**src/rtl/exposure_gain_update_assert.svh**
```systemverilog
// Assertion macros used by egu_ctrl. Each expects clk and arst_n in scope.
`ifndef EXPOSURE_GAIN_UPDATE_ASSERT_SVH
`define EXPOSURE_GAIN_UPDATE_ASSERT_SVH

// Same-cycle implication
`define EGU_ASSERT_NOW(lbl, ante, cons, msg) \
	lbl: assert property (@(posedge clk) disable iff (!arst_n) (ante) |-> (cons)) \
		else $error(msg);

// Next-cycle implication
`define EGU_ASSERT_NEXT(lbl, ante, cons, msg) \
	lbl: assert property (@(posedge clk) disable iff (!arst_n) (ante) |=> (cons)) \
		else $error(msg);

`endif

```
**src/rtl/egu_pkg.sv**
```systemverilog
package egu_pkg;

	// Configuration of the accumulation and the fixed-point format
	localparam int MAX_PIXELS_LOG2 = 22;
	localparam int EXP_FRAC_BITS   = 20;

	localparam int EXP_W  = 24;
	localparam int PIX_W  = 8;
	localparam int SQ_W   = 2 * PIX_W;
	localparam int DEN_W  = SQ_W + MAX_PIXELS_LOG2;
	localparam int NUM_W  = 64;
	localparam int PROD_W = EXP_W + PIX_W;
	localparam int SHL_W  = PIX_W + EXP_FRAC_BITS;
	localparam int ERR_W  = ((SHL_W > PROD_W) ? SHL_W : PROD_W) + 1;
	localparam int TERM_W = ERR_W + PIX_W + 1;
	localparam int REM_W  = DEN_W + EXP_W;
	localparam int CNT_W  = $clog2(EXP_W);

	localparam logic [EXP_W-1:0] EXP_RESET = EXP_W'(1048576);
	localparam logic [EXP_W-1:0] EXP_MAX   = {EXP_W{1'b1}};

	localparam logic signed [NUM_W-1:0] NUM_MAX = {1'b0, {(NUM_W-1){1'b1}}};
	localparam logic signed [NUM_W-1:0] NUM_MIN = -NUM_MAX;

	// Controller to datapath
	typedef struct packed {
		logic take;      // pixel request accepted this cycle
		logic prep;      // load magnitude and sign of the numerator
		logic rnd;       // add half the denominator for rounding
		logic chk;       // range check and divider setup
		logic div_step;  // one quotient bit
		logic emit;      // load result register, clear sums
	} egu_cmd_t;

	// Datapath to controller
	typedef struct packed {
		logic last_pend; // last pixel still in the pipeline
		logic last_done; // last pixel being summed this cycle
		logic div_last;  // final quotient bit this cycle
	} egu_sts_t;

endpackage

```
**src/rtl/exposure_gain_update.sv**
```systemverilog
// Channel   Handshake              Payload
// --------  ---------------------  ----------------------------------------------
// pixel in  in_valid / in_ready    pixel_valid, intensity, albedo, last_pixel
// result    out_valid / out_ready  new_exposure, no_valid_data, saturated
// config    cfg_valid / cfg_ready  exposure_time
//
// Pixels are taken one per cycle while in_ready is high; each passes the stage 1
// and stage 2 registers before it is summed. After the last pixel: the pipeline,
// setup (prep, round, check), one quotient bit per divider step, then the result.
// New pixels are held off from the last pixel until the result is loaded.
// The result register holds off the result load only while the previous result waits.
// Reset sets exposure to 1.0 (1048576) and clears both sums.
module exposure_gain_update (
	input  logic                      clk,
	input  logic                      arst_n,
	input  logic                      in_valid,
	output logic                      in_ready,
	input  logic                      pixel_valid,
	input  logic [egu_pkg::PIX_W-1:0] intensity,
	input  logic [egu_pkg::PIX_W-1:0] albedo,
	input  logic                      last_pixel,
	output logic                      out_valid,
	input  logic                      out_ready,
	output logic [egu_pkg::EXP_W-1:0] new_exposure,
	output logic                      no_valid_data,
	output logic                      saturated,
	input  logic                      cfg_valid,
	output logic                      cfg_ready,
	input  logic [egu_pkg::EXP_W-1:0] exposure_time
);

	egu_pkg::egu_cmd_t cmd;
	egu_pkg::egu_sts_t sts;

	assign cfg_ready = 1'b1;

	egu_ctrl u_ctrl (
		.clk        (clk),
		.arst_n     (arst_n),
		.in_valid   (in_valid),
		.last_pixel (last_pixel),
		.in_ready   (in_ready),
		.out_valid  (out_valid),
		.out_ready  (out_ready),
		.cmd        (cmd),
		.sts        (sts)
	);

	egu_datapath u_dp (
		.clk           (clk),
		.arst_n        (arst_n),
		.cmd           (cmd),
		.sts           (sts),
		.cfg_we        (cfg_valid),
		.cfg_data      (exposure_time),
		.pixel_valid   (pixel_valid),
		.intensity     (intensity),
		.albedo        (albedo),
		.last_pixel    (last_pixel),
		.new_exposure  (new_exposure),
		.no_valid_data (no_valid_data),
		.saturated     (saturated)
	);

endmodule

```
**src/rtl/egu_datapath.sv**
```systemverilog
module egu_datapath (
	input  logic                          clk,
	input  logic                          arst_n,
	input  egu_pkg::egu_cmd_t             cmd,
	output egu_pkg::egu_sts_t             sts,
	input  logic                          cfg_we,
	input  logic [egu_pkg::EXP_W-1:0]     cfg_data,
	input  logic                          pixel_valid,
	input  logic [egu_pkg::PIX_W-1:0]     intensity,
	input  logic [egu_pkg::PIX_W-1:0]     albedo,
	input  logic                          last_pixel,
	output logic [egu_pkg::EXP_W-1:0]     new_exposure,
	output logic                          no_valid_data,
	output logic                          saturated
);

	localparam int EXP_W  = egu_pkg::EXP_W;
	localparam int PIX_W  = egu_pkg::PIX_W;
	localparam int SQ_W   = egu_pkg::SQ_W;
	localparam int DEN_W  = egu_pkg::DEN_W;
	localparam int NUM_W  = egu_pkg::NUM_W;
	localparam int PROD_W = egu_pkg::PROD_W;
	localparam int SHL_W  = egu_pkg::SHL_W;
	localparam int ERR_W  = egu_pkg::ERR_W;
	localparam int TERM_W = egu_pkg::TERM_W;
	localparam int REM_W  = egu_pkg::REM_W;
	localparam int CNT_W  = egu_pkg::CNT_W;

	logic [EXP_W-1:0]         t_q;

	logic                     v_s1, pv_s1, last_s1;
	logic signed [ERR_W-1:0]  err_s1;
	logic [PIX_W-1:0]         alb_s1;

	logic                     v_s2, pv_s2, last_s2;
	logic signed [TERM_W-1:0] term_s2;
	logic [SQ_W-1:0]          sq_s2;

	logic signed [NUM_W-1:0]  num_q;
	logic [DEN_W-1:0]         den_q;

	logic [NUM_W-1:0]         dvd_q;
	logic                     neg_q, big_q;
	logic [REM_W-1:0]         rem_q;
	logic [REM_W-2:0]         dsh_q;
	logic [EXP_W-1:0]         quo_q;
	logic [CNT_W-1:0]         cnt_q;

	logic [PROD_W-1:0]        t_alb;
	logic [SHL_W-1:0]         inten_shl;
	logic signed [ERR_W-1:0]  err;
	logic signed [NUM_W:0]    num_sum;
	logic [DEN_W:0]           den_sum;
	logic [REM_W:0]           diff;
	logic [EXP_W:0]           t_plus;
	logic [EXP_W-1:0]         res;
	logic                     res_nv, res_sat;

	// Exposure register
	always_ff @(posedge clk or negedge arst_n) begin
		if (!arst_n) begin
			t_q <= egu_pkg::EXP_RESET;
		end else if (cfg_we) begin
			t_q <= cfg_data;
		end
	end

	// Stage 1: error = (intensity << frac) - T * albedo
	assign t_alb     = PROD_W'(t_q) * PROD_W'(albedo);
	assign inten_shl = {intensity, {egu_pkg::EXP_FRAC_BITS{1'b0}}};
	assign err       = $signed(ERR_W'(inten_shl)) - $signed(ERR_W'(t_alb));

	always_ff @(posedge clk or negedge arst_n) begin
		if (!arst_n) begin
			v_s1    <= 1'b0;
			pv_s1   <= 1'b0;
			last_s1 <= 1'b0;
		end else begin
			v_s1 <= cmd.take;
			if (cmd.take) begin
				pv_s1   <= pixel_valid;
				last_s1 <= last_pixel;
			end
		end
	end

	always_ff @(posedge clk) begin
		if (cmd.take) begin
			err_s1 <= err;
			alb_s1 <= albedo;
		end
	end

	// Stage 2: error * albedo and albedo squared
	always_ff @(posedge clk or negedge arst_n) begin
		if (!arst_n) begin
			v_s2    <= 1'b0;
			pv_s2   <= 1'b0;
			last_s2 <= 1'b0;
		end else begin
			v_s2 <= v_s1;
			if (v_s1) begin
				pv_s2   <= pv_s1;
				last_s2 <= last_s1;
			end
		end
	end

	always_ff @(posedge clk) begin
		if (v_s1) begin
			term_s2 <= TERM_W'(err_s1) * $signed(TERM_W'({1'b0, alb_s1}));
			sq_s2   <= SQ_W'(alb_s1) * SQ_W'(alb_s1);
		end
	end

	// Saturating accumulators
	assign num_sum = (NUM_W+1)'(num_q) + (NUM_W+1)'(term_s2);
	assign den_sum = {1'b0, den_q} + (DEN_W+1)'(sq_s2);

	always_ff @(posedge clk or negedge arst_n) begin
		if (!arst_n) begin
			num_q <= '0;
			den_q <= '0;
		end else if (cmd.emit) begin
			num_q <= '0;
			den_q <= '0;
		end else if (v_s2 && pv_s2) begin
			if (num_sum > (NUM_W+1)'(egu_pkg::NUM_MAX)) begin
				num_q <= egu_pkg::NUM_MAX;
			end else if (num_sum < (NUM_W+1)'(egu_pkg::NUM_MIN)) begin
				num_q <= egu_pkg::NUM_MIN;
			end else begin
				num_q <= num_sum[NUM_W-1:0];
			end
			den_q <= den_sum[DEN_W] ? {DEN_W{1'b1}} : den_sum[DEN_W-1:0];
		end
	end

	// Divider: magnitude, rounding bias, range check, one quotient bit a cycle
	assign diff = {1'b0, rem_q} - (REM_W+1)'(dsh_q);

	always_ff @(posedge clk or negedge arst_n) begin
		if (!arst_n) begin
			cnt_q <= '0;
		end else if (cmd.chk) begin
			cnt_q <= CNT_W'(EXP_W - 1);
		end else if (cmd.div_step) begin
			cnt_q <= cnt_q - 1'b1;
		end
	end

	always_ff @(posedge clk) begin
		if (cmd.prep) begin
			neg_q <= num_q[NUM_W-1];
			dvd_q <= num_q[NUM_W-1] ? NUM_W'(-num_q) : NUM_W'(num_q);
		end
		if (cmd.rnd) begin
			dvd_q <= dvd_q + NUM_W'(den_q >> 1);
		end
		if (cmd.chk) begin
			// quotient of 2^EXP_W or more always clips
			big_q <= dvd_q >= (NUM_W'(den_q) << EXP_W);
			rem_q <= dvd_q[REM_W-1:0];
			dsh_q <= {den_q, {(EXP_W-1){1'b0}}};
		end
		if (cmd.div_step) begin
			if (!diff[REM_W]) begin
				rem_q <= diff[REM_W-1:0];
			end
			quo_q <= {quo_q[EXP_W-2:0], ~diff[REM_W]};
			dsh_q <= dsh_q >> 1;
		end
	end

	// Final update with clipping
	assign t_plus = {1'b0, t_q} + {1'b0, quo_q};

	always_comb begin
		res     = t_q;
		res_nv  = 1'b0;
		res_sat = 1'b0;
		if (den_q == '0) begin
			res_nv = 1'b1;
		end else if (big_q) begin
			res_sat = 1'b1;
			res     = neg_q ? '0 : egu_pkg::EXP_MAX;
		end else if (neg_q) begin
			if (quo_q > t_q) begin
				res_sat = 1'b1;
				res     = '0;
			end else begin
				res = t_q - quo_q;
			end
		end else if (t_plus[EXP_W]) begin
			res_sat = 1'b1;
			res     = egu_pkg::EXP_MAX;
		end else begin
			res = t_plus[EXP_W-1:0];
		end
	end

	// Result register
	always_ff @(posedge clk) begin
		if (cmd.emit) begin
			new_exposure  <= res;
			no_valid_data <= res_nv;
			saturated     <= res_sat;
		end
	end

	assign sts.last_pend = (v_s1 && last_s1) || (v_s2 && last_s2);
	assign sts.last_done = v_s2 && last_s2;
	assign sts.div_last  = (cnt_q == '0);

endmodule

```
**src/rtl/egu_ctrl.sv**
```systemverilog
`include "exposure_gain_update_assert.svh"

module egu_ctrl (
	input  logic              clk,
	input  logic              arst_n,
	input  logic              in_valid,
	input  logic              last_pixel,
	output logic              in_ready,
	output logic              out_valid,
	input  logic              out_ready,
	output egu_pkg::egu_cmd_t cmd,
	input  egu_pkg::egu_sts_t sts
);

	typedef enum logic [5:0] {
		S_ACC  = 6'b000001,
		S_PREP = 6'b000010,
		S_RND  = 6'b000100,
		S_CHK  = 6'b001000,
		S_DIV  = 6'b010000,
		S_FIN  = 6'b100000
	} egu_state_t;

	egu_state_t state_q, state_d;
	logic       out_valid_q;
	logic       out_free;

	assign out_free = !out_valid_q || out_ready;
	assign in_ready = (state_q == S_ACC) && !sts.last_pend;

	// Commands
	assign cmd.take     = in_valid && in_ready;
	assign cmd.prep     = (state_q == S_PREP);
	assign cmd.rnd      = (state_q == S_RND);
	assign cmd.chk      = (state_q == S_CHK);
	assign cmd.div_step = (state_q == S_DIV);
	assign cmd.emit     = (state_q == S_FIN) && out_free;

	// Next state
	always_comb begin
		state_d = state_q;
		unique case (state_q)
			S_ACC:   if (sts.last_done) state_d = S_PREP;
			S_PREP:  state_d = S_RND;
			S_RND:   state_d = S_CHK;
			S_CHK:   state_d = S_DIV;
			S_DIV:   if (sts.div_last) state_d = S_FIN;
			S_FIN:   if (out_free) state_d = S_ACC;
			default: state_d = S_ACC;
		endcase
	end

	always_ff @(posedge clk or negedge arst_n) begin
		if (!arst_n) begin
			state_q <= S_ACC;
		end else begin
			state_q <= state_d;
		end
	end

	// Output valid
	always_ff @(posedge clk or negedge arst_n) begin
		if (!arst_n) begin
			out_valid_q <= 1'b0;
		end else if (cmd.emit) begin
			out_valid_q <= 1'b1;
		end else if (out_ready) begin
			out_valid_q <= 1'b0;
		end
	end

	assign out_valid = out_valid_q;

	// Checks
	`EGU_ASSERT_NEXT(a_last_blocks, in_valid && in_ready && last_pixel, !in_ready, "request taken after last pixel")
	`EGU_ASSERT_NEXT(a_div_to_fin, state_q == S_DIV && sts.div_last, state_q == S_FIN, "divider did not finish")
	`EGU_ASSERT_NOW(a_emit_free, cmd.emit, !out_valid_q || out_ready, "result overwritten")

endmodule
```
**config.mk**
```make
export PLATFORM = sky130hd
export DESIGN_NAME = exposure_gain_update
export DESIGN_NICKNAME = d
export VERILOG_FILES = /design/src/rtl/egu_pkg.sv /design/src/rtl/exposure_gain_update.sv /design/src/rtl/egu_datapath.sv /design/src/rtl/egu_ctrl.sv
export VERILOG_INCLUDE_DIRS = /design/src /design/src/rtl
export SDC_FILE = /design/constraint.sdc
export NUM_CORES = 2
export LEC_CHECK = 0
export ABC_AREA = 1
export BUFFER_PORTS_ARGS = -buffer_cell sky130_fd_sc_hd__buf_4
export CAP_MARGIN = 20
export CORE_MARGIN = 2
export CORE_UTILIZATION = 50
export CTS_BUF_LIST = sky130_fd_sc_hd__clkbuf_4
export DETAILED_ROUTE_END_ITERATION = 8
export PLACE_DENSITY = 0.66
export SYNTH_ARGS = -nofsm -noshare
export SYNTH_HDL_FRONTEND = slang
export SYNTH_SLANG_ARGS = --single-unit
export TNS_END_PERCENT = 30
```
**constraint.sdc**
```tcl
create_clock -name clk -period 11.93 [get_ports clk]
set_input_delay 1.193 -clock clk [delete_from_list [all_inputs] [get_ports clk]]
set_output_delay 1.193 -clock clk [all_outputs]
set_load 0.03 [all_outputs]
```
After elaboration in Yosys (flattened, before gate mapping)

Index checks and enable logic that the tools add are counted.

Register bits: 482
Input bits: 47
Output and inout bits: 29

Add/sub/neg operators: 9
Multipliers: 3
Magnitude comparators: 4
Eq/ne operators: 9
Muxes and demuxes: 34
Bitwise operators: 1
Reduce and logical (&&, ||, !) cells: 17

Operators by type and width:

| cell                   | count |
|---|---|
| $mux W64               | 7 |
| $mux W62               | 3 |
| $mux W24               | 6 |
| $mux W60               | 2 |
| $mux W38               | 3 |
| $add A64 B42 Y65       | 1 |
| $gt A65 B64 Y1 const B | 1 |
| $lt A65 B64 Y1 const B | 1 |
| $add A64 B37 Y64       | 1 |
| $ge A64 B62 Y1         | 1 |
| $neg A64 Y64           | 1 |
| $sub A62 B61 Y63       | 1 |
| $mul A33 B9 Y42        | 1 |
| $add A38 B16 Y39       | 1 |
| $logic_not A38 Y1      | 1 |
| $pmux W6 S6            | 1 |
| $sub A28 B32 Y33       | 1 |
| $mul A24 B8 Y32        | 1 |
| $add A24 B24 Y25       | 1 |
| $gt A24 B24 Y1         | 1 |
| $sub A24 B24 Y24       | 1 |
| $mux W6                | 3 |
| $mul A8 B8 Y16         | 1 |
| $mux W5                | 2 |
| other kinds (17)       | 34 |

Depth between registers and ports, before layout

Word-level depth: 6
Depth in mapped cells: 28
Depth with buffers taken out: 26

By module

From an unflattened synthesis, not the netlist that was laid out.

Cells, all modules: 7828
Area, all modules: 55429.4 µm²

By module, submodules not included:

| module               | instances | cells each | area each (µm²) | sequential area each (µm²) |
|---|---|---|---|---|
| egu_datapath         | 1         | 7767       | 55002.8         | 12918.6 |
| egu_ctrl             | 1         | 59         | 415.4           | 176.4 |
| exposure_gain_update | 1         | 2          | 11.3            | 0.0 |

Worst setup path after synthesis

OpenSTA, ideal clock, no wires.

Path type: input-to-reg
From: input port albedo[6] (netlist bit)
To: register u_dp.err_s1[30] (data pin)
Setup time: 262 ps
Arrival: 5508 ps
Required time: 11668 ps
Setup slack: 6159 ps
Stages on the path: 21
Buffers on the path: 1
Path through: clkbuf_1 nand2_1 inv_1 fa_1 inv_1 fa_1 inv_1 fa_1 inv_1 fa_1 ha_1 nand2_1 o21ai_0 a21oi_1 o21ai_0 a21boi_0 o21ai_0 nand4_1 inv_1 a21oi_1 xor2_1

Word-level cells in the longest chain between the ends: 2

RTL lines:

| what                 | line                       | source |
|---|---|---|
| from (decl)          | exposure_gain_update.sv:20 | `input logic [egu_pkg::PIX_W-1:0] albedo,` |
| $mul A24 B8 Y32      | egu_datapath.sv:69         | `assign t_alb = PROD_W'(t_q) * PROD_W'(albedo);` |
| $sub A28 B32 Y33     | egu_datapath.sv:71         | `assign err = $signed(ERR_W'(inten_shl)) - $signed(ERR_W'(t_alb));` |
| net u_dp.err[30]     | egu_datapath.sv:51         | `logic signed [ERR_W-1:0] err;` |
| to (signal assigned) | egu_datapath.sv:89         | `err_s1 <= err;` |
| to (decl)            | egu_datapath.sv:32         | `logic signed [ERR_W-1:0] err_s1;` |

The timed path passes the listed nets, and every way through them passes these cells.
A chain may end at the register's enable or synchronous reset.

Worst setup path in the final report

From: register u_dp.alb_s1[2]
To: register u_dp.term_s2[30] (data pin)

Word-level cells in the longest chain between the ends: 1

RTL lines:

| what                   | line                | source |
|---|---|---|
| from (decl)            | egu_datapath.sv:33  | `logic [PIX_W-1:0] alb_s1;` |
| from (signal assigned) | egu_datapath.sv:90  | `alb_s1 <= albedo;` |
| $mul A33 B9 Y42        | egu_datapath.sv:111 | `term_s2 <= TERM_W'(err_s1) * $signed(TERM_W'({1'b0, alb_s1}));` |
| to (signal assigned)   | egu_datapath.sv:111 |  |
| to (decl)              | egu_datapath.sv:36  | `logic signed [TERM_W-1:0] term_s2;` |

Every way passes these cells.

==> metrics <==
initial core utilization 0.506; initial antenna violation count 3; Final ANT Viol Nets 0; critical setup path kind register to register; # rows approximately 120; syn nets 8698; core area 109000 µm²; Fmax between 150 and 200 MHz; Reg2Reg Depth 24; CP max stage cell fa_1; Worst EP arrival 6.80 ns; setup TNS 0 ns; Mapped Avg Cell Area around 7.1 µm²; DR pass1 iterations 6; Tmin final between 6 and 7 ns; Top FF cell, synth edfxtp_1; DIE AREA 113000 µm²; Worst setup SP type register; Worst-Skew Late Latency approximately 1.1 ns; total clock sinks roughly 480; worst path cell trace buf_4 > nand2_1 > fa_1 > inv_1 > fa_1 > inv_1 > fa_1 > fa_1 > inv_1 > ha_1 > a21oi_1 > nand2_1 > a21oi_1 > o21ai_1 > a21oi_1 > o21ai_1 > a21oi_1 > o21ai_1 > a21oi_1 > o21ai_0 > nand2_1 > nand2_1 > nand2_1 > nand2_1; number of synthesized flops with an enable pin between 200 and 300; Total GRT Usage 0.308; register area share after synthesis 0.237; Overflow after GRT 0; Post-route DRC 0; vias in the first global route 50000; Buf+Inv Stages, Crit Path 4; Tcrit/Tclk final 0.503; Hold/Removal Path Class input pin to asynchronous set/reset pin; layout cells sized above 1 0.0544; headroom to the max-slew limit 0.279; Netlist cell types 73; drt initial violations just over 3000; dpl hpwl ~140000 µm; Reg clk slew, reported paths around 0.08 ns; TritonCTS clock tree done; CTS Hold Bufs 0; final hold vios 0; delay-heaviest family, CP adder cells; CTS buffer count roughly 140; final setup fails 0; I/O Pins 76; RSZ-0062 raised after global routing false; Routed WL around 170000 µm; die extent in x 336 µm; Post-synth ARST share 0.299; fin nets between 8000 and 9000; Worst Tran Pin Value 1.07 ns; final hold slack between 0.1 and 0.15 ns; H-tree Lvls 4; synthesis-to-finish area growth 6.59%; Slew Viols, Final 0; FF+latch count, synth roughly 480; GP Congestion about 1.0; post-placement cell count around 9200; CP dominant cell by count nand2_1; Avg WL per Cell ~18 µm; post-cts resize count 0; Synth Warn # 0; max-cap violations 0; Critical Path RT 12.72 ns; first-pass GRT wire length around 270000 µm; outcome completed; Setup crit end kind register; height of the die between 300 and 400 µm; post-synthesis cell area between 50000 and 60000 µm²; vias 49800; CTS root buf clkbuf_4; Avg Vias per Cell around 5.3; Post-CTS Setup Inserts 0; pin count of the biggest net entering global routing 89; max incr delay on CP 0.57 ns; maximum clock path buffer count 3; CP Max Fanout slightly above 40; Syn Inst Count around 7800; number of cells on the critical path 24; Final Non-Filler Cells approximately 9400; Core Util, Final 0.539; Final Skew 0.0871 ns; IO Port Bufs 74
-- cell usage after synthesis, drive strengths merged (2+ instances only) --
cell,n,share of area
or2,19,0.0022
mux2i,14,0.0025
fa,374,0.14
o32ai,3,0.00048
nor2,533,0.037
o21bai,22,0.0030
a22o,2,0.00032
xnor2,62,0.0098
a211oi,8,0.0011
a21oi,472,0.043
a221oi,13,0.0021
a31oi,65,0.0074
xor2,174,0.028
edfxtp,274,0.15
o21ai,460,0.042
mux2,7,0.0014
clkinv,3,0.00020
o211ai,31,0.0042
o22ai,14,0.0016
clkbuf,196,0.014
buf,38,0.0039
nor3,93,0.0090
o311ai,3,0.00048
a21o,19,0.0026
dfrtp,142,0.064
nand4,70,0.0080
dfxtp,63,0.023
nor3b,3,0.00041
o21a,23,0.0031
and2,7,0.00079
and3,9,0.0010
ha,454,0.10
nand2,2165,0.15
a311oi,3,0.00048
nand3b,25,0.0034
o31ai,10,0.0014
a32oi,3,0.00048
o221ai,3,0.00048
nor4,58,0.0066
inv,1657,0.11
a21boi,16,0.0022
nand3,201,0.018
dfstp,2,0.00095
-- layout make-up --
class                   instances  area (µm²)
multi-input cells            5448       35000
repair buffers                111         837
flip-flops and latches        481       13100
diodes                          8        20.0
clock buffers                 201        1510
clock inverters                57         378
well taps                    1476        1850
inverters                    1660        6230
fillers                     10900       50300
-- worst register-to-register path, stage by stage, from the launching register on --
cell      delay [ns]
edfxtp_1        0.33
buf_4           0.45
nand2_1         0.23
fa_1            0.57
inv_1           0.05
fa_1            0.50
inv_1           0.05
fa_1            0.47
fa_1            0.56
inv_1           0.05
ha_1            0.34
a21oi_1         0.14
nand2_1         0.09
a21oi_1         0.22
o21ai_1         0.15
a21oi_1         0.27
o21ai_1         0.16
a21oi_1         0.27
o21ai_1         0.14
a21oi_1         0.25
o21ai_0         0.17
nand2_1         0.12
nand2_1         0.06
nand2_1         0.07
nand2_1         0.05
-- routing by layer --
metal	up-vias	track usage	share of wire
li1	24700	-	-
met1	23500	0.372	0.41
met2	1346	0.546	0.50
met3	344	0.0333	0.043
met4	0	0.149	0.048
met5	-	0	0
-- state kept, by name, summed over array words and instances (netlist names), 5 cells and up --
name               cells
u_ctrl.state_q         6
u_dp.alb_s1            8
u_dp.cnt_q             5
u_dp.den_q            38
u_dp.dsh_q            61
u_dp.dvd_q            64
u_dp.err_s1           33
u_dp.new_exposure     24
u_dp.num_q            64
u_dp.quo_q            24
u_dp.rem_q            62
u_dp.sq_s2            15
u_dp.t_q              24
u_dp.term_s2          42
-- cells by family (layout without fill, tap and decap cells) --
| kind of cell | after synthesis | in the layout | share of synthesized area |
|---|---|---|---|
| XOR/XNOR | 236 | 236 | 0.0374 |
| adder cells (fa/ha/maj) | 828 | 828 | 0.238 |
| multiplexers | 21 | 21 | 0.00396 |
| buffers and inverters | 1894 | 2029 | 0.131 |
| AO/OA/AOI/OAI | 1177 | 1177 | 0.118 |
| flip-flops | 481 | 481 | 0.237 |
| other | 1 | 9 | 0.0000679 |
| AND/OR/NAND/NOR | 3185 | 3185 | 0.235 |
-- path summary, 6_finish.rpt --
path / from / end / slack (ns)
max in group asynchronous: arst_n / u_dp.t_q[14] / 10.24
min: arst_n / u_dp.den_q[37] / 0.13
min reg2reg: u_dp.quo_q[17] / u_dp.quo_q[18] / 0.48
max: u_dp.alb_s1[2] / u_dp.term_s2[30] / 5.93
max reg2reg: u_dp.alb_s1[2] / u_dp.term_s2[30] / 5.93
min in group clk: last_pixel / u_dp.last_s1 / 0.32
-- metrics by stage --
stage / instance area [µm²] / worst slack [ns]
floorplan: 55200 / 6.16
global placement: 57000 / 5.66
detailed placement: 57000 / 5.64
CTS: 58900 / 5.95
global route: 58900 / 5.46
finish: 58900 / 5.93
-- cells in the final DEF, fill, tap and decap left out, types with 12 or more instances in the layout --
master and instances:
inv_1 1637, a21o_1 19, clkinv_1 33, inv_2 20, buf_4 110, nand2_1 2154
mux2i_1 14, dfxtp_1 63, nor2_2 12, nand3b_1 25, clkinv_2 13, o21a_1 23
nand4_1 69, fa_1 374, a31oi_1 65, clkbuf_4 201, or2_2 15, a21oi_1 472
nor2_1 516, o21ai_1 24, ha_1 454, dfrtp_1 140, xnor2_1 62, a221oi_1 13
o211ai_1 31, o21ai_0 428, nand3_1 200, o21bai_1 22, nor3_1 87, o22ai_1 14
nor4_1 57, edfxtp_1 274, xor2_1 174
Power is not shown: default switching activity piles up to over one toggle a cycle in this logic, so the estimate is an artifact.
